## src/rtl/flipdot_row_refresh_driver_top_defines.svh

```systemverilog
// assertion macros shared by the flip-dot row refresh driver
`ifndef FLIPDOT_ROW_REFRESH_DRIVER_TOP_DEFINES_SVH
`define FLIPDOT_ROW_REFRESH_DRIVER_TOP_DEFINES_SVH

// same-cycle implication, checked outside reset
`define FRR_ASSERT_IMPL(lbl, clk, rst, ante, cons) \
   lbl: assert property (@(posedge clk) disable iff (rst) (ante) |-> (cons)) \
      else $error("frr assertion failed");

// next-cycle implication, checked outside reset
`define FRR_ASSERT_NEXT(lbl, clk, rst, ante, cons) \
   lbl: assert property (@(posedge clk) disable iff (rst) (ante) |=> (cons)) \
      else $error("frr assertion failed");

`endif

```

## src/rtl/frr_pkg.sv

```systemverilog
package frr_pkg;

   // display geometry
   localparam int NUM_ROWS      = 16;
   localparam int COLUMN_COUNT  = 24;
   localparam int BYTES_PER_ROW = (COLUMN_COUNT + 7) / 8;
   localparam int FRAME_BYTES   = NUM_ROWS * BYTES_PER_ROW;
   localparam int SHIFT_BEATS   = (NUM_ROWS > COLUMN_COUNT) ? NUM_ROWS : COLUMN_COUNT;

   // derived widths
   localparam int ROW_W = (NUM_ROWS > 1) ? $clog2(NUM_ROWS) : 1;
   localparam int IDX_W = (BYTES_PER_ROW > 1) ? $clog2(BYTES_PER_ROW) : 1;
   localparam int POS_W = (FRAME_BYTES > 1) ? $clog2(FRAME_BYTES) : 1;
   localparam int K_W   = $clog2(SHIFT_BEATS + 1);

   // result field widths
   localparam int KIND_W    = 2;
   localparam int ROW_OUT_W = 4;

   // beat kinds
   localparam logic [KIND_W-1:0] BEAT_SHIFT  = 2'd0;
   localparam logic [KIND_W-1:0] BEAT_STROBE = 2'd1;
   localparam logic [KIND_W-1:0] BEAT_FLIP0  = 2'd2;
   localparam logic [KIND_W-1:0] BEAT_FLIP1  = 2'd3;

   // one row of bytes, byte 0 holds columns 7..0
   typedef logic [BYTES_PER_ROW-1:0][7:0] row_bytes_type;

   // run request from the frame update logic to the beat sequencer
   typedef struct packed {
      logic             start;
      logic             diff;
      logic [ROW_W-1:0] row;
   } run_cmd_type;

endpackage

```

## src/rtl/frr_beat_gen.sv

```systemverilog
`include "flipdot_row_refresh_driver_top_defines.svh"

module frr_beat_gen
   import frr_pkg::*;
(
   input  logic                 clock,
   input  logic                 reset,
   input  run_cmd_type          run_cmd,
   input  row_bytes_type        new_bytes,
   input  row_bytes_type        zero_mask,
   input  row_bytes_type        one_mask,
   output logic                 busy,
   output logic                 rsp_valid,
   input  logic                 rsp_ready,
   output logic [KIND_W-1:0]    rsp_beat_kind,
   output logic                 rsp_row_data_bit,
   output logic                 rsp_column_data_bit,
   output logic                 rsp_row_clock_pulse,
   output logic                 rsp_column_clock_pulse,
   output logic [ROW_OUT_W-1:0] rsp_current_row,
   output logic                 rsp_last_of_run
);

   // run phases
   localparam logic [2:0] PH_SHIFT_ROW = 3'd0;
   localparam logic [2:0] PH_STROBE0   = 3'd1;
   localparam logic [2:0] PH_FLIP0     = 3'd2;
   localparam logic [2:0] PH_SHIFT_COL = 3'd3;
   localparam logic [2:0] PH_STROBE1   = 3'd4;
   localparam logic [2:0] PH_FLIP1     = 3'd5;

   localparam logic [K_W-1:0] K_SHIFT_LAST = K_W'(SHIFT_BEATS - 1);
   localparam logic [K_W-1:0] K_COL_LAST   = K_W'(COLUMN_COUNT - 1);
   localparam logic [K_W-1:0] K_ROW_LAST   = K_W'(NUM_ROWS - 1);
   localparam logic [K_W-1:0] K_NUM_ROWS   = K_W'(NUM_ROWS);
   localparam logic [K_W-1:0] K_COL_COUNT  = K_W'(COLUMN_COUNT);

   logic [2:0]       phase_ff, phase_in;
   logic [K_W-1:0]   k_ff, k_in;
   logic             busy_ff, busy_in;
   logic             diff_ff;
   logic [ROW_W-1:0] row_ff;

   logic                 valid_ff;
   logic [KIND_W-1:0]    kind_ff;
   logic                 rd_ff, cd_ff, rc_ff, cc_ff, last_ff;
   logic [ROW_OUT_W-1:0] row_out_ff;

   logic                 load;
   logic [KIND_W-1:0]    kind;
   logic                 rd, cd, rc, cc, last;
   logic [K_W-1:0]       col_bit;
   logic [K_W-1:0]       row_tap;
   logic [IDX_W-1:0]     col_byte;
   row_bytes_type        col_src;

   assign load = busy_ff && (!valid_ff || rsp_ready);

   // column bit taken highest first, row select tap for this row
   assign col_bit  = K_COL_LAST - k_ff;
   assign col_byte = IDX_W'(col_bit >> 3);
   assign row_tap  = K_ROW_LAST - K_W'(row_ff);

   // beat contents and next phase
   always_comb begin
      kind     = BEAT_SHIFT;
      rc       = 1'b0;
      cc       = 1'b0;
      last     = 1'b0;
      col_src  = one_mask;
      phase_in = phase_ff;
      k_in     = k_ff;
      busy_in  = busy_ff;
      case (phase_ff)
         PH_SHIFT_ROW: begin
            rc      = (k_ff < K_NUM_ROWS);
            cc      = (k_ff < K_COL_COUNT);
            col_src = diff_ff ? zero_mask : new_bytes;
            if (k_ff == K_SHIFT_LAST) begin
               phase_in = PH_STROBE0;
               k_in     = '0;
            end else begin
               k_in = k_ff + 1'b1;
            end
         end
         PH_STROBE0: begin
            kind     = BEAT_STROBE;
            phase_in = PH_FLIP0;
         end
         PH_FLIP0: begin
            kind     = BEAT_FLIP0;
            phase_in = diff_ff ? PH_SHIFT_COL : PH_FLIP1;
         end
         PH_SHIFT_COL: begin
            cc = 1'b1;
            if (k_ff == K_COL_LAST) begin
               phase_in = PH_STROBE1;
               k_in     = '0;
            end else begin
               k_in = k_ff + 1'b1;
            end
         end
         PH_STROBE1: begin
            kind     = BEAT_STROBE;
            phase_in = PH_FLIP1;
         end
         PH_FLIP1: begin
            kind    = BEAT_FLIP1;
            last    = 1'b1;
            busy_in = 1'b0;
         end
         default: begin
            busy_in = 1'b0;
         end
      endcase
   end

   assign rd = rc && (k_ff == row_tap);
   assign cd = cc && col_src[col_byte][col_bit[2:0]];

   // sequencer control
   always_ff @(posedge clock) begin
      if (reset) begin
         busy_ff  <= 1'b0;
         phase_ff <= PH_SHIFT_ROW;
         k_ff     <= '0;
      end else if (run_cmd.start) begin
         busy_ff  <= 1'b1;
         phase_ff <= PH_SHIFT_ROW;
         k_ff     <= '0;
      end else if (load) begin
         busy_ff  <= busy_in;
         phase_ff <= phase_in;
         k_ff     <= k_in;
      end
   end

   // run attributes sampled at start
   always_ff @(posedge clock) begin
      if (run_cmd.start) begin
         diff_ff <= run_cmd.diff;
         row_ff  <= run_cmd.row;
      end
   end

   // output register valid
   always_ff @(posedge clock) begin
      if (reset) begin
         valid_ff <= 1'b0;
      end else if (load) begin
         valid_ff <= 1'b1;
      end else if (rsp_ready) begin
         valid_ff <= 1'b0;
      end
   end

   // output register payload
   always_ff @(posedge clock) begin
      if (load) begin
         kind_ff    <= kind;
         rd_ff      <= rd;
         cd_ff      <= cd;
         rc_ff      <= rc;
         cc_ff      <= cc;
         last_ff    <= last;
         row_out_ff <= ROW_OUT_W'(row_ff);
      end
   end

   assign busy                   = busy_ff;
   assign rsp_valid              = valid_ff;
   assign rsp_beat_kind          = kind_ff;
   assign rsp_row_data_bit       = rd_ff;
   assign rsp_column_data_bit    = cd_ff;
   assign rsp_row_clock_pulse    = rc_ff;
   assign rsp_column_clock_pulse = cc_ff;
   assign rsp_current_row        = row_out_ff;
   assign rsp_last_of_run        = last_ff;

   // checks
   `FRR_ASSERT_IMPL(a_last_is_flip1, clock, reset, valid_ff && last_ff, kind_ff == BEAT_FLIP1)
   `FRR_ASSERT_IMPL(a_start_when_free, clock, reset, run_cmd.start, !busy_ff)
   `FRR_ASSERT_IMPL(a_pulse_only_shift, clock, reset, valid_ff && (kind_ff != BEAT_SHIFT), !rc_ff && !cc_ff && !rd_ff && !cd_ff)
   `FRR_ASSERT_NEXT(a_last_frees_seq, clock, reset, load && (phase_ff == PH_FLIP1) && !run_cmd.start, !busy_ff)

endmodule

```

## src/rtl/flipdot_row_refresh_driver_top.sv

```systemverilog
// channel  direction  handshake               payload
// req      in         req_valid / req_ready   req_frame_byte, req_frame_start
// rsp      out        rsp_valid / rsp_ready   beat kind, data bits, clocks, row, last
// csr      in         csr_valid / csr_ready   csr_differential_mode
//
// a byte that does not end a row takes a frame store read, then an update
// a row-ending byte adds its run: 27 beats in full mode, 52 in differential mode,
// one beat a cycle from the beat sequencer while rsp is not stalled
// the next byte is taken once the last beat of a run sits in the output register
// reset clears the frame store at once through per-entry valid bits, no sweep
// csr is always ready; the mode is sampled when a row completes
`include "flipdot_row_refresh_driver_top_defines.svh"

module flipdot_row_refresh_driver_top
   import frr_pkg::*;
(
   input  logic                 clock,
   input  logic                 reset,
   input  logic                 req_valid,
   output logic                 req_ready,
   input  logic [7:0]           req_frame_byte,
   input  logic                 req_frame_start,
   output logic                 rsp_valid,
   input  logic                 rsp_ready,
   output logic [KIND_W-1:0]    rsp_beat_kind,
   output logic                 rsp_row_data_bit,
   output logic                 rsp_column_data_bit,
   output logic                 rsp_row_clock_pulse,
   output logic                 rsp_column_clock_pulse,
   output logic [ROW_OUT_W-1:0] rsp_current_row,
   output logic                 rsp_last_of_run,
   input  logic                 csr_valid,
   output logic                 csr_ready,
   input  logic                 csr_differential_mode
);

   localparam logic ST_IDLE = 1'b0;
   localparam logic ST_UPD  = 1'b1;

   localparam logic [IDX_W-1:0] IDX_LAST = IDX_W'(BYTES_PER_ROW - 1);
   localparam logic [ROW_W-1:0] ROW_LAST = ROW_W'(NUM_ROWS - 1);
   localparam logic [POS_W-1:0] POS_LAST = POS_W'(FRAME_BYTES - 1);

   logic             state_ff, state_in;
   logic             mode_ff;
   logic [POS_W-1:0] pos_ff;
   logic [IDX_W-1:0] idx_ff;
   logic [ROW_W-1:0] row_ff;
   logic             changed_ff;

   // shown frame store and its valid bits
   logic [7:0]             frame_mem [FRAME_BYTES];
   logic [FRAME_BYTES-1:0] frame_vld_ff;
   logic [7:0]             rd_data_ff;
   logic                   rd_vld_ff;

   // transaction being worked on
   logic [POS_W-1:0] addr_ff;
   logic [IDX_W-1:0] idx_q_ff;
   logic [ROW_W-1:0] row_q_ff;
   logic [7:0]       nb_ff;

   row_bytes_type new_bytes_ff, zero_mask_ff, one_mask_ff;

   logic             accept;
   logic             gen_busy;
   logic [POS_W-1:0] addr_in;
   logic [IDX_W-1:0] idx_in;
   logic [ROW_W-1:0] row_in;
   logic [7:0]       old_byte, z_byte, o_byte;
   logic             chg, changed_in, upd;
   run_cmd_type      run_cmd;

   assign req_ready = (state_ff == ST_IDLE) && !gen_busy;
   assign accept    = req_valid && req_ready;
   assign csr_ready = 1'b1;
   assign upd       = (state_ff == ST_UPD);

   // byte position, restarted by frame_start
   assign addr_in = req_frame_start ? '0 : pos_ff;
   assign idx_in  = req_frame_start ? '0 : idx_ff;
   assign row_in  = req_frame_start ? '0 : row_ff;

   // control state
   always_comb begin
      state_in = state_ff;
      case (state_ff)
         ST_IDLE: if (accept) state_in = ST_UPD;
         ST_UPD:  state_in = ST_IDLE;
         default: state_in = ST_IDLE;
      endcase
   end

   always_ff @(posedge clock) begin
      if (reset) begin
         state_ff <= ST_IDLE;
      end else begin
         state_ff <= state_in;
      end
   end

   // mode register
   always_ff @(posedge clock) begin
      if (reset) begin
         mode_ff <= 1'b1;
      end else if (csr_valid) begin
         mode_ff <= csr_differential_mode;
      end
   end

   // position counters advance on each transaction
   always_ff @(posedge clock) begin
      if (reset) begin
         pos_ff <= '0;
         idx_ff <= '0;
         row_ff <= '0;
      end else if (accept) begin
         pos_ff <= (addr_in == POS_LAST) ? '0 : addr_in + 1'b1;
         if (idx_in == IDX_LAST) begin
            idx_ff <= '0;
            row_ff <= (row_in == ROW_LAST) ? '0 : row_in + 1'b1;
         end else begin
            idx_ff <= idx_in + 1'b1;
            row_ff <= row_in;
         end
      end
   end

   // capture the transaction and read the shown byte
   always_ff @(posedge clock) begin
      if (accept) begin
         addr_ff    <= addr_in;
         idx_q_ff   <= idx_in;
         row_q_ff   <= row_in;
         nb_ff      <= req_frame_byte;
         rd_data_ff <= frame_mem[addr_in];
         rd_vld_ff  <= frame_vld_ff[addr_in];
      end
   end

   // masks and change test
   assign old_byte   = rd_vld_ff ? rd_data_ff : 8'h00;
   assign z_byte     = ~(old_byte & ~nb_ff);
   assign o_byte     = ~old_byte & nb_ff;
   assign chg        = (z_byte != 8'hFF) || (o_byte != 8'h00);
   assign changed_in = (idx_q_ff == '0) ? chg : (changed_ff || chg);

   // write back the new byte
   always_ff @(posedge clock) begin
      if (upd) begin
         frame_mem[addr_ff] <= nb_ff;
      end
   end

   always_ff @(posedge clock) begin
      if (reset) begin
         frame_vld_ff <= '0;
         changed_ff   <= 1'b0;
      end else if (upd) begin
         frame_vld_ff[addr_ff] <= 1'b1;
         changed_ff            <= changed_in;
      end
   end

   // row buffers for the run
   always_ff @(posedge clock) begin
      if (upd) begin
         new_bytes_ff[idx_q_ff] <= nb_ff;
         zero_mask_ff[idx_q_ff] <= z_byte;
         one_mask_ff[idx_q_ff]  <= o_byte;
      end
   end

   // launch a run at the end of a row, in differential mode only if the row changed
   assign run_cmd.start = upd && (idx_q_ff == IDX_LAST) && (!mode_ff || changed_in);
   assign run_cmd.diff  = mode_ff;
   assign run_cmd.row   = row_q_ff;

   frr_beat_gen u_beat_gen (
      .clock                  (clock),
      .reset                  (reset),
      .run_cmd                (run_cmd),
      .new_bytes              (new_bytes_ff),
      .zero_mask              (zero_mask_ff),
      .one_mask               (one_mask_ff),
      .busy                   (gen_busy),
      .rsp_valid              (rsp_valid),
      .rsp_ready              (rsp_ready),
      .rsp_beat_kind          (rsp_beat_kind),
      .rsp_row_data_bit       (rsp_row_data_bit),
      .rsp_column_data_bit    (rsp_column_data_bit),
      .rsp_row_clock_pulse    (rsp_row_clock_pulse),
      .rsp_column_clock_pulse (rsp_column_clock_pulse),
      .rsp_current_row        (rsp_current_row),
      .rsp_last_of_run        (rsp_last_of_run)
   );

   // checks
   `FRR_ASSERT_NEXT(a_accept_to_upd, clock, reset, accept, state_ff == ST_UPD)
   `FRR_ASSERT_NEXT(a_upd_marks_valid, clock, reset, upd, frame_vld_ff[addr_ff])
   `FRR_ASSERT_IMPL(a_run_on_row_end, clock, reset, run_cmd.start, idx_q_ff == IDX_LAST)

endmodule

```

## config.mk

```make
export PLATFORM = sky130hd
export DESIGN_NAME = flipdot_row_refresh_driver_top
export DESIGN_NICKNAME = d
export VERILOG_FILES = /design/src/rtl/frr_pkg.sv /design/src/rtl/frr_beat_gen.sv /design/src/rtl/flipdot_row_refresh_driver_top.sv
export VERILOG_INCLUDE_DIRS = /design/src /design/src/rtl
export SDC_FILE = /design/constraint.sdc
export NUM_CORES = 1
export LEC_CHECK = 0
export ABC_AREA = 1
export BUFFER_PORTS_ARGS = -buffer_cell sky130_fd_sc_hd__buf_2
export CAP_MARGIN = 15
export CORE_ASPECT_RATIO = 1.25
export CORE_MARGIN = 3
export CORE_UTILIZATION = 60
export DETAILED_ROUTE_END_ITERATION = 10
export GPL_TIMING_DRIVEN = 0
export PLACE_DENSITY = 0.8
export SKIP_LAST_GASP = 1
export SLEW_MARGIN = 5
export SYNTH_ARGS = -nofsm -noshare
export SYNTH_HDL_FRONTEND = slang
export SYNTH_SLANG_ARGS = --single-unit
export TNS_END_PERCENT = 50
```

## constraint.sdc

```tcl
create_clock -name clock -period 3.75 [get_ports clock]
set_input_delay 0.375 -clock clock [delete_from_list [all_inputs] [get_ports clock]]
set_output_delay 0.375 -clock clock [all_outputs]
set_load 0.01 [all_outputs]
```

==> results of run 1 <==
sequential cells by signal (all words and copies together) (netlist names), 2 cells and up:
name                        cells
row_ff                          4
u_beat_gen.k_ff                 5
pos_ff                          6
new_bytes_ff                   24
idx_q_ff                        2
u_beat_gen.row_ff               4
row_q_ff                        4
u_beat_gen.rsp_current_row      4
frame_vld_ff                   48
one_mask_ff                    24
addr_ff                         6
u_beat_gen.rsp_beat_kind        2
zero_mask_ff                   24
u_beat_gen.phase_ff             3
rd_data_ff                      8
frame_mem                     384
nb_ff                           8
idx_ff                          2
worst max-delay path by stage:
stage                    startpoint                             endpoint  slack, ns  cells after the start
3_5_place_dp        req_frame_start              rd_data_ff[6]$_DFFE_PP_       0.99                     10
4_1_cts          nb_ff[4]$_DFFE_PP_         u_beat_gen.diff_ff$_DFFE_PP_       1.20                      8
6_report       addr_ff[5]$_DFFE_PP_           frame_mem[23][3]$_DFFE_PP_       1.16                      5
5_1_grt          nb_ff[6]$_DFFE_PP_  u_beat_gen.phase_ff[0]$_SDFFE_PP0P_       1.03                     10
2_1_floorplan   state_ff$_SDFF_PP0_         u_beat_gen.diff_ff$_DFFE_PP_       0.80                      4
3_3_place_gp    state_ff$_SDFF_PP0_       u_beat_gen.row_ff[0]$_DFFE_PP_      -0.22                      4
stage by stage:
step,hold slack (ns),area [sq um],std cells
final,0.06149,26530,2748
after global routing,0.03538,26530,2748
after CTS,0.03076,26530,2748
after detailed placement,0.4080,24700,2649
after global placement,0.4056,24190,2627
after floorplan,0.4003,23450,2109
power breakdown:
group,switching (W),total (W),leakage [nW],internal [W]
clock,0.00226,0.00542,0.861,0.00316
sequential,0.0000592,0.00709,5.11,0.00703
combinational,0.000627,0.000876,3.62,0.000249
total,0.00295,0.0134,9.59,0.0104
cell usage in the layout, fill, tap and decap left out, types with 6 or more instances in the layout:
master         instances
o21ai_0               96
nor2_1               319
clkbuf_8               7
dlygate4sd3_1          8
a31oi_1                6
nor3_1                38
edfxtp_1             501
buf_4                 15
clkbuf_1              62
buf_6                  7
nand2_1              492
clkinv_1               7
dfxtp_1               73
or2_2                  9
clkbuf_16             54
o211ai_1              54
buf_16                15
buf_2                 59
a21oi_1               70
nand3_1              152
bufinv_16              6
o221ai_1              32
clkinv_2              11
xor2_1                 8
nand3b_1              17
inv_1                 97
cell type report:
class	instances	area [sq um]	share of cell area [%]
Buffer	112	548.0	2.066
Clock buffer	67	1470	5.542
Clock inverter	24	274.0	1.033
Inverter	106	400.4	1.509
Multi-Input combinational cell	1317	6006	22.64
Sequential cell	574	16510	62.23
Tap cell	492	615.6	2.321
Timing Repair Buffer	56	705.7	2.660
per-layer routing:
| metal | global-route usage (%) | part of all wire [%] | wire length, um | vias to the layer above |
|---|---|---|---|---|
| met1 | 37.72 | 36 | 22910 | 7999 |
| li1 | - | - | - | 7532 |
| met3 | 4.363 | 8.4 | 5381 | 198 |
| met5 | 0 | 0 | 0 | - |
| met2 | 53.85 | 50 | 32300 | 1033 |
| met4 | 15.81 | 5.6 | 3605 | 0 |
logic make-up (layout without fill, tap and decap cells):
kind of cell	Yosys count	count (layout)	synth area share (%)
fa+ha+maj	5	5	0.2668
other cells	1	1	0.01599
buf+inv	218	365	4.045
compound gates	267	267	6.873
simple gates	1034	1034	18.03
xor+xnor	10	10	0.3736
flops	574	574	70.39
==> flow_metrics.py, run 1 <==
metrics = {
    "sta": {
        "hold_viol": 0,
        "slew_headroom_pct": 27.63,
        "fmax_ghz": 0.3865,
        "fin_skew_ns": 0.01940,
        "period_needed_ns": 2.587,
        "fin_ws_ns": 1.163,
        "fin_crit_sh_pct": 69.00,
        "setup_viol_count_final": 0,
        "finalMaxSlewViolations": 0,
        "worstMarginPinSlew_ns": 1.082,
        "rsz0062_at_grt": "no",
        "finalSetupTns_ns": 0,
    },
    "setup_path": {
        "path_buf_inv": 2,
        "critPathSlowestCell": "nor2_1",
        "critical-path-max-stage-delay_ns": 0.80,
        "reg2reg_slack_ns": 1.16,
        "path_class": "flip-flop to flip-flop",
        "cp_data_arrival_time_ns": 2.78,
        "cp_max_fo": 9,
        "worstPathCellList": "nor2_1 -> inv_1 -> nor3_1 -> inv_1 -> nor2_1",
        "r2r_start": "addr_ff[5]$_DFFE_PP_",
        "worst_setup_path_start_kind": "flip-flop",
        "path_delay_family": "simple AND/OR/NAND/NOR gates",
        "worstPathRequired_ns": 3.94,
        "r2r_cells": 5,
        "rr_endpoint": "frame_mem[23][3]$_DFFE_PP_",
        "cp-end-kind": "flip-flop",
    },
    "clock_tree": {
        "post_cts_buffers": 0,
        "cts_sinks": 574,
        "cts-root-buf": "clkbuf_16",
        "cts_tree": "built",
        "clk_transition_reported_paths_ns": 0.07,
        "cts_resized": 0,
        "cts_max_level": 2,
        "clk_path_buf_depth": 3,
        "cts_buffers": 51,
        "cts_hold_buffers": 8,
        "clk_latency_ns": 0.58,
    },
    "synth": {
        "synth_ff_type": "edfxtp_1",
        "yosysTopAreaCell": "edfxtp_1",
        "synth.area.top_cells": "edfxtp_1 64%, nand2_1 7.9%, dfxtp_1 6.2%",
        "ys_seq_area_share_pct": 70.39,
        "synthArstFlopShare_pct": 0,
        "ys_ff_latch": 574,
        "synth-edff-count": 501,
        "synth_cell_types": 33,
        "yosys.cell_count.top_type": "edfxtp_1",
        "yosys_warnings": 0,
        "synthCells": 2109,
        "syn-num-nets": 2129,
        "synth_commonest_cells": "501 x edfxtp_1, 492 x nand2_1, 320 x nor2_1",
        "synth_area_sq_um": 23450,
        "synth_top_area_share_pct": 64.16,
        "synth.avg_cell_area_sq_um": 11.12,
    },
    "die": {
        "die_h_um": 227.0,
        "rows": 80,
        "fp.dieArea_sq_um": 41500,
        "fp.dieW_um": 182.8,
        "ios": 29,
        "start_util_pct": 61.16,
        "core-area_sq_um": 38340,
    },
    "finish": {
        "final_layout_size_suffix_gt1_share_pct": 8.865,
        "antenna_cells": 0,
        "nNetsFinal": 2238,
        "utilization_pct": 69.19,
        "fillCellCount": 2601,
        "synthToLayoutAreaGrowth_pct": 13.13,
    },
    "routing": {
        "finalWirelength_um": 64200,
        "firstDrtPassIters": 6,
        "drcViolationCount": 0,
        "drt_first_iter_violations": 2073,
        "vias": 16762,
        "ant_nets": 0,
        "wl_per_cell_um": 23.36,
        "vias_per_cell": 6.100,
    },
    "worst_hold_path": {
        "hold_end": "mode_ff$_SDFFE_PP1P_",
        "hold_class": "input pin to flip-flop",
        "hold_depth": 2,
        "hp-start": "csr_valid",
    },
    "power_and_ir_drop": {
        "power_density_nw_per_um2": 504.7,
        "finalPower_w": 0.01339,
        "power.leakage_nw": 9.587,
        "vdd.ir_drop.worst_mv": 0.3487,
    },
    "placed_design": {
        "pre_cts_slack_ns": 0.9926,
        "hpwlAfterDp_um": 45490,
        "place.port_buffers": 26,
        "gp_congestion": 1.021,
    },
    "global_route": {
        "grt_max_degree": 36,
        "grt_pass1_vias": 16306,
        "grt_overflow": 0,
        "grt_use_total_pct": 30.82,
        "grt_pass1_wl_um": 95930,
        "antenna_found_initial": 0,
    },
    "run_status": {
        "outcome": "complete, no violations",
    },
    "job": {
        "drv_cap": 0,
    },
}
No activity file was read; power rests on OpenSTA's default activity.
==> run 2: changes to the inputs <==
--- a/config.mk
+++ b/config.mk
@@ -6,7 +6,7 @@
 export SDC_FILE = /design/constraint.sdc
 export NUM_CORES = 1
 export LEC_CHECK = 0
-export ABC_AREA = 1
+export ABC_AREA = 0
 export BUFFER_PORTS_ARGS = -buffer_cell sky130_fd_sc_hd__buf_2
 export CAP_MARGIN = 15
 export CORE_ASPECT_RATIO = 1.25
==> constraint.sdc (replaced) <==
create_clock -name clock -period 2.5 [get_ports clock]
set_input_delay 0.25 -clock clock [delete_from_list [all_inputs] [get_ports clock]]
set_output_delay 0.25 -clock clock [all_outputs]
set_load 0.01 [all_outputs]
==> run 2 against run 1 <==
Effect of this change:
- the flow now finishes with violations (negative setup slack)
- die area fell by 3.5%
- critical endpoint is now frame_mem[38][2]$_DFFE_PP_
- sequential cell count did not move
- setup slack got worse by 1.4 ns
- combinational power up 7.2%
- register-to-register slack worse by 1.4 ns
- hold slack improved by 0.24 ns
- power increased by 42%
- sequential share of layout area up 1.5 points
- sequential power increased by 50%
- synthesized cell count decreased by 37%
- final area fell by 2.4%
- clock power is 38% higher
==> flow_metrics.py, run 2 <==
metrics = {
    "die": {
        "start_util_pct": 61.59,
        "rows": 78,
        "die_h_um": 223.0,
        "fp.dieArea_sq_um": 40050,
        "fp.dieW_um": 179.6,
        "core-area_sq_um": 36700,
        "ios": 29,
    },
    "routing": {
        "drcViolationCount": 0,
        "vias_per_cell": 6.689,
        "ant_nets": 0,
        "drt_first_iter_violations": 1663,
        "wl_per_cell_um": 28.23,
        "firstDrtPassIters": 5,
        "vias": 13123,
        "finalWirelength_um": 55380,
    },
    "worst_hold_path": {
        "hold_class": "input pin to flip-flop",
        "hp-start": "req_frame_start",
    },
    "global_route": {
        "grt_pass1_wl_um": 82300,
        "grt_pass1_vias": 13388,
        "grt_use_total_pct": 27.14,
        "grt_overflow": 0,
        "antenna_found_initial": 1,
        "grt_max_degree": 39,
    },
    "sta": {
        "fmax_ghz": 0.3695,
        "fin_skew_ns": 0.01808,
        "setup_viol_count_final": 94,
        "slew_headroom_pct": 29.75,
        "fin_ws_ns": -0.2065,
        "finalMaxSlewViolations": 0,
        "hold_viol": 0,
        "worstMarginPinSlew_ns": 1.046,
        "rsz0062_at_grt": "yes",
        "whs_ns": 0.2999,
        "period_needed_ns": 2.706,
        "fin_crit_sh_pct": 108.3,
    },
    "setup_path": {
        "crit_start": "state_ff$_SDFF_PP0_",
        "cp_max_fo": 10,
        "r2r_start": "state_ff$_SDFF_PP0_",
        "cp_data_arrival_time_ns": 2.89,
        "cp-end-kind": "flip-flop",
        "worstPathRequired_ns": 2.68,
        "worst_setup_path_start_kind": "flip-flop",
        "path_class": "flip-flop to flip-flop",
    },
    "synth": {
        "synthCells": 1322,
        "synth_top_area_share_pct": 66.57,
        "synth_area_sq_um": 22600,
        "yosys.cell_count.top_type": "edfxtp_1",
        "synthArstFlopShare_pct": 0,
        "yosys_warnings": 0,
        "synth.area.top_cells": "edfxtp_1 67%, mux4_2 11%, dfxtp_1 6.5%",
        "ys_ff_latch": 574,
        "synth_ff_type": "edfxtp_1",
        "yosysTopAreaCell": "edfxtp_1",
        "synth_cell_types": 68,
        "ys_seq_area_share_pct": 73.03,
        "synth_commonest_cells": "501 x edfxtp_1, 188 x nor2_1, 106 x mux4_2",
        "syn-num-nets": 1342,
        "synth-edff-count": 501,
        "synth.avg_cell_area_sq_um": 17.10,
    },
    "clock_tree": {
        "cts_buffers": 52,
        "cts_tree": "built",
        "clk_latency_ns": 0.57,
        "clk_transition_reported_paths_ns": 0.08,
        "cts_max_level": 2,
        "clk_path_buf_depth": 3,
        "cts_sinks": 574,
        "cts-root-buf": "clkbuf_16",
    },
    "finish": {
        "utilization_pct": 70.56,
        "nNetsFinal": 1464,
        "regMostFlops": "frame_mem",
        "layout_commonest_cell": "edfxtp_1",
        "final_cell_mix": "501 x edfxtp_1, 168 x nor2_1, 106 x mux4_2",
        "largest_reg_flops": 384,
        "antenna_cells": 0,
        "final_cells": 1962,
        "top_regs": "frame_mem: 384 flops, frame_vld_ff: 48 flops",
        "synthToLayoutAreaGrowth_pct": 14.56,
        "final_layout_size_suffix_gt1_share_pct": 23.82,
    },
    "run_status": {
        "outcome": "finished with violations",
        "failed_checks": "negative setup slack",
    },
    "placed_design": {
        "hpwlAfterDp_um": 34630,
        "gp_congestion": 0.9231,
        "place.port_buffers": 25,
        "place_inst": 1844,
    },
    "power_and_ir_drop": {
        "power_density_nw_per_um2": 734.3,
        "power.leakage_nw": 8.325,
        "vdd.ir_drop.worst_mv": 0.6070,
    },
    "job": {
        "drv_cap": 0,
    },
}
run 2: cell count changes after synthesis, moves of 23 or more:
| cell | change |
|---|---|
| mux4_2 | +106 |
| nand2_1 | -439 |
| mux2i_1 | +31 |
| nand3_1 | -134 |
| o211ai_1 | -44 |
| o21ai_0 | -85 |
| nor3_1 | -23 |
| nor2_1 | -132 |
| a21oi_1 | -49 |
| inv_1 | -81 |
run 2: layer usage:
layer | up-vias | GRT usage (%) | share of wire, %
li1 | 5487 | - | -
met1 | 6523 | 32.92 | 34
met2 | 868 | 46.19 | 51
met3 | 243 | 4.126 | 8.1
met4 | 2 | 16.80 | 7.2
met5 | - | 0 | 0.016
run 2: cells by family (layout without fill, tap and decap cells):
| family | after synthesis | after routing | share of synthesized area, % |
|---|---|---|---|
| DFF | 574 | 574 | 73.03 |
| and+or+nand+nor | 345 | 345 | 6.931 |
| muxes | 154 | 154 | 12.78 |
| AOI/OAI and AO/OA | 144 | 145 | 4.783 |
| buffers and inverters | 92 | 251 | 1.904 |
| xor gates and xnor gates | 7 | 7 | 0.2713 |
| adders and majority gates | 5 | 5 | 0.2768 |
| other | 1 | 1 | 0.01659 |
run 2: report_power, final:
| part | switching [W] | internal [W] | total (W) |
|---|---|---|---|
| Combinational | 0.000565 | 0.000374 | 0.000939 |
| Clock | 0.00339 | 0.00411 | 0.00750 |
| Sequential | 0.0000647 | 0.0105 | 0.0106 |
run 2: timing repair:
action / CTS / global route
hold endpoints to repair: 10 / 0
gates cloned: 0 / 1
setup endpoints to repair: 93 / 354
resized for setup: 57 / 50
hold buffers: 12 / 0
setup buffers: 10 / 4
pin swaps: 6 / 4
run 2: final timing paths:
path	end	slack, ns	cells past startpoint
worst max-delay path	frame_mem[38][2]$_DFFE_PP_	-0.21	4
worst min-delay path	addr_ff[4]$_DFFE_PP_	0.30	2
worst max register to register	frame_mem[38][2]$_DFFE_PP_	-0.21	4
worst min register to register	u_beat_gen.diff_ff$_DFFE_PP_	0.44	0
run 2: critical path: stages (launching register included):
cell and delay [ns]:
dfxtp_1 0.42, clkbuf_1 0.44, nor2b_1 0.33, nand3_1 0.31, nor2_1 0.82
run 2: stage by stage:
step                      power, W  instance area (sq um)  TNS [ns]  worst slack [ns]
after floorplan            0.01125                  22610    -2.078           -0.2388
after global placement     0.01149                  23330    -40.75           -0.9729
after detailed placement   0.01160                  23770    -12.64           -0.6447
after CTS                  0.01894                  25700    -2.425          -0.06044
after global routing       0.01944                  25890    -20.42           -0.2407
final                      0.01901                  25890    -7.898           -0.2065
run 2: cell type report:
| type | instances | area, sq um |
|---|---|---|
| tap | 480 | 600.6 |
| fill | 2188 | 10800 |
| clock inverter | 24 | 153.9 |
| inverter | 20 | 86.33 |
| sequential | 574 | 16510 |
| buffer | 70 | 447.9 |
| multi-input combinational | 657 | 5877 |
| clock buffer | 68 | 1423 |
| timing repair buffer | 69 | 795.8 |
==> run 3: changes to the inputs <==
==> constraint.sdc (replaced) <==
create_clock -name clock -period 2.7 [get_ports clock]
set_input_delay 0.27 -clock clock [delete_from_list [all_inputs] [get_ports clock]]
set_output_delay 0.27 -clock clock [all_outputs]
set_load 0.01 [all_outputs]
==> run 3 against run 2 <==
Effect of this change:
- the run still ends with negative setup slack left
- count of clock-buffer cells in the layout is the same
- final area shrank 0.94%
- utilization shrank 0.66 points
- die area is the same
- wire length shrank 4.9%
- register-to-register slack gained 0.19 ns
- via count shrank 1.9%
- sequential share of layout area grew 0.60 points
- maximum frequency shrank 0.38%
- critical path type unchanged
- highest routed layer is now met4
==> flow_metrics.py, run 3 (synthesis results as in run 2) <==
metrics = {
    "setup_path": {
        "worst_setup_path_start_kind": "flip-flop",
        "critPathSlowestCell": "nor2_1",
        "reg2reg_slack_ns": -0.02,
        "path_delay_family": "simple AND/OR/NAND/NOR gates",
        "cp_num_cells": 4,
        "r2r_start": "state_ff$_SDFF_PP0_",
        "cp-end-kind": "flip-flop",
        "worstPathRequired_ns": 2.88,
        "r2r_cells": 4,
        "critical-path-max-stage-delay_ns": 0.79,
        "worstPathCellList": "clkbuf_1 -> nor2b_1 -> nand3_1 -> nor2_1",
        "path_class": "flip-flop to flip-flop",
        "rr_endpoint": "frame_mem[38][2]$_DFFE_PP_",
        "cp_data_arrival_time_ns": 2.90,
        "path_buf_inv": 1,
        "cp_max_fo": 10,
    },
    "die": {
        "ios": 29,
        "fp.dieArea_sq_um": 40050,
        "die_h_um": 223.0,
        "start_util_pct": 61.59,
        "fp.dieW_um": 179.6,
        "core-area_sq_um": 36700,
        "rows": 78,
    },
    "power_and_ir_drop": {
        "power_density_nw_per_um2": 682.3,
        "vdd.ir_drop.worst_mv": 0.5533,
        "finalPower_w": 0.01750,
        "power.leakage_nw": 8.224,
    },
    "finish": {
        "top_regs": "frame_mem: 384 flops, frame_vld_ff: 48 flops",
        "multi_input_area_sq_um": 5767,
        "final_cell_mix": "501 x edfxtp_1, 184 x nor2_1, 106 x mux4_2",
        "regArea_sq_um": 16510,
        "fin_area_sq_um": 25650,
        "regMostFlops": "frame_mem",
        "utilization_pct": 69.90,
        "largest_reg_flops": 384,
        "final_layout_size_suffix_gt1_share_pct": 21.33,
        "synthToLayoutAreaGrowth_pct": 13.49,
        "nNetsFinal": 1454,
        "fillCellCount": 2231,
        "layout_commonest_cell": "edfxtp_1",
    },
    "worst_hold_path": {
        "hold_end": "u_beat_gen.rsp_valid$_SDFFE_PP0P_",
        "hold_class": "input pin to flip-flop",
        "hp-start": "rsp_ready",
        "hold_depth": 4,
    },
    "placed_design": {
        "place.port_buffers": 25,
        "pre_cts_slack_ns": -0.4447,
        "gp_congestion": 0.9231,
        "dpl_cell_area_sq_um": 23770,
        "hpwlAfterDp_um": 34630,
    },
    "routing": {
        "firstDrtPassIters": 5,
        "drcViolationCount": 0,
        "wl_per_cell_um": 26.97,
        "finalWirelength_um": 52680,
        "drt_first_iter_violations": 1464,
        "ant_nets": 0,
        "vias": 12876,
        "vias_per_cell": 6.593,
    },
    "global_route": {
        "antenna_found_initial": 0,
        "grt_max_degree": 39,
        "grt_pass1_vias": 13245,
        "grt_use_total_pct": 26.43,
        "grt_pass1_wl_um": 80510,
        "grt_overflow": 0,
    },
    "sta": {
        "rsz0062_at_grt": "yes",
        "setup_viol_count_final": 8,
        "fin_skew_ns": 0.01480,
        "period_needed_ns": 2.717,
        "slew_headroom_pct": 27.33,
        "fmax_ghz": 0.3681,
        "whs_ns": 0.03715,
        "fin_crit_sh_pct": 100.6,
        "worstMarginPinSlew_ns": 1.082,
        "hold_viol": 0,
        "fin_ws_ns": -0.01670,
        "finalMaxSlewViolations": 0,
    },
    "clock_tree": {
        "cts_max_level": 2,
        "clk_path_buf_depth": 3,
        "cts_tree": "built",
        "cts-root-buf": "clkbuf_16",
        "cts_sinks": 574,
        "clk_latency_ns": 0.57,
        "cts_buffers": 52,
        "clk_transition_reported_paths_ns": 0.07,
    },
    "run_status": {
        "outcome": "finished with violations",
        "failed_checks": "negative setup slack",
    },
    "job": {
        "drv_cap": 0,
    },
}
[run 3: cell count changes in the layout (fill, tap and decap cells not counted), moves of 2 or more]
cell	previous run	this run
buf_4	26	16
nor2_1	168	184
clkbuf_1	36	40
clkbuf_4	7	5
nor2_2	19	3
buf_6	9	6
o311ai_2	2	4
buf_2	29	32
buf_1	0	3
[run 3: area by class of cell]
cell class | count | share of cell area, %
inverters | 20 | 0.3317
multi-input cells | 656 | 22.48
well taps | 480 | 2.342
clock inverters | 24 | 0.6000
repair buffers | 62 | 2.888
clock buffers | 68 | 5.547
diodes | 1 | 0.009757
flip-flops and latches | 574 | 64.35
plain buffers | 68 | 1.444
[run 3: per-stage QoR]
step	std cells	TNS [ns]
floorplan	1322	-0.1941
global placement	1827	-17.47
detailed placement	1844	-6.079
CTS	1947	-0.07108
global route	1952	-0.8238
finish	1953	-0.1140
[run 3: power breakdown]
group | internal [W] | switching [W] | total (W)
clock | 0.00380 | 0.00309 | 0.00689
combinational | 0.000323 | 0.000493 | 0.000816
sequential | 0.00973 | 0.0000621 | 0.00980
[run 3: worst register-to-register path, cell delays in order, from the launching register on]
cell and delay (ns):
dfxtp_1 0.43, clkbuf_1 0.48, nor2b_1 0.32, nand3_1 0.31, nor2_1 0.80
[run 3: how the worst max path moves through the flow]
stage                                     from                             endpoint  slack, ns
6_report                   state_ff$_SDFF_PP0_           frame_mem[38][2]$_DFFE_PP_      -0.02
3_5_place_dp   u_beat_gen.k_ff[3]$_SDFFE_PP0P_  u_beat_gen.phase_ff[2]$_SDFFE_PP0P_      -0.44
2_1_floorplan              state_ff$_SDFF_PP0_         u_beat_gen.diff_ff$_DFFE_PP_      -0.04
5_1_grt                    state_ff$_SDFF_PP0_           frame_mem[38][2]$_DFFE_PP_      -0.05
3_3_place_gp               state_ff$_SDFF_PP0_       u_beat_gen.row_ff[1]$_DFFE_PP_      -0.77
4_1_cts                 pos_ff[0]$_SDFFE_PP0P_              rd_data_ff[0]$_DFFE_PP_      -0.04
[run 3: what timing repair did]
item / in CTS / in global routing
buffers inserted: 3 / 5
hold buffers: 11 / 0
cloned: 0 / 0
setup endpoints to repair: 28 / 71
resized for setup: 16 / 36
pin swaps: 0 / 4
hold endpoints to repair: 9 / 0
[run 3: layer usage]
metal / part of all wire, % / wire (um) / global-route usage (%)
met4: 6.6 / 3468 / 14.70
met1: 35 / 18250 / 32.19
met2: 51 / 26990 / 45.58
met5: 0 / 0 / 0
met3: 7.5 / 3970 / 4.110
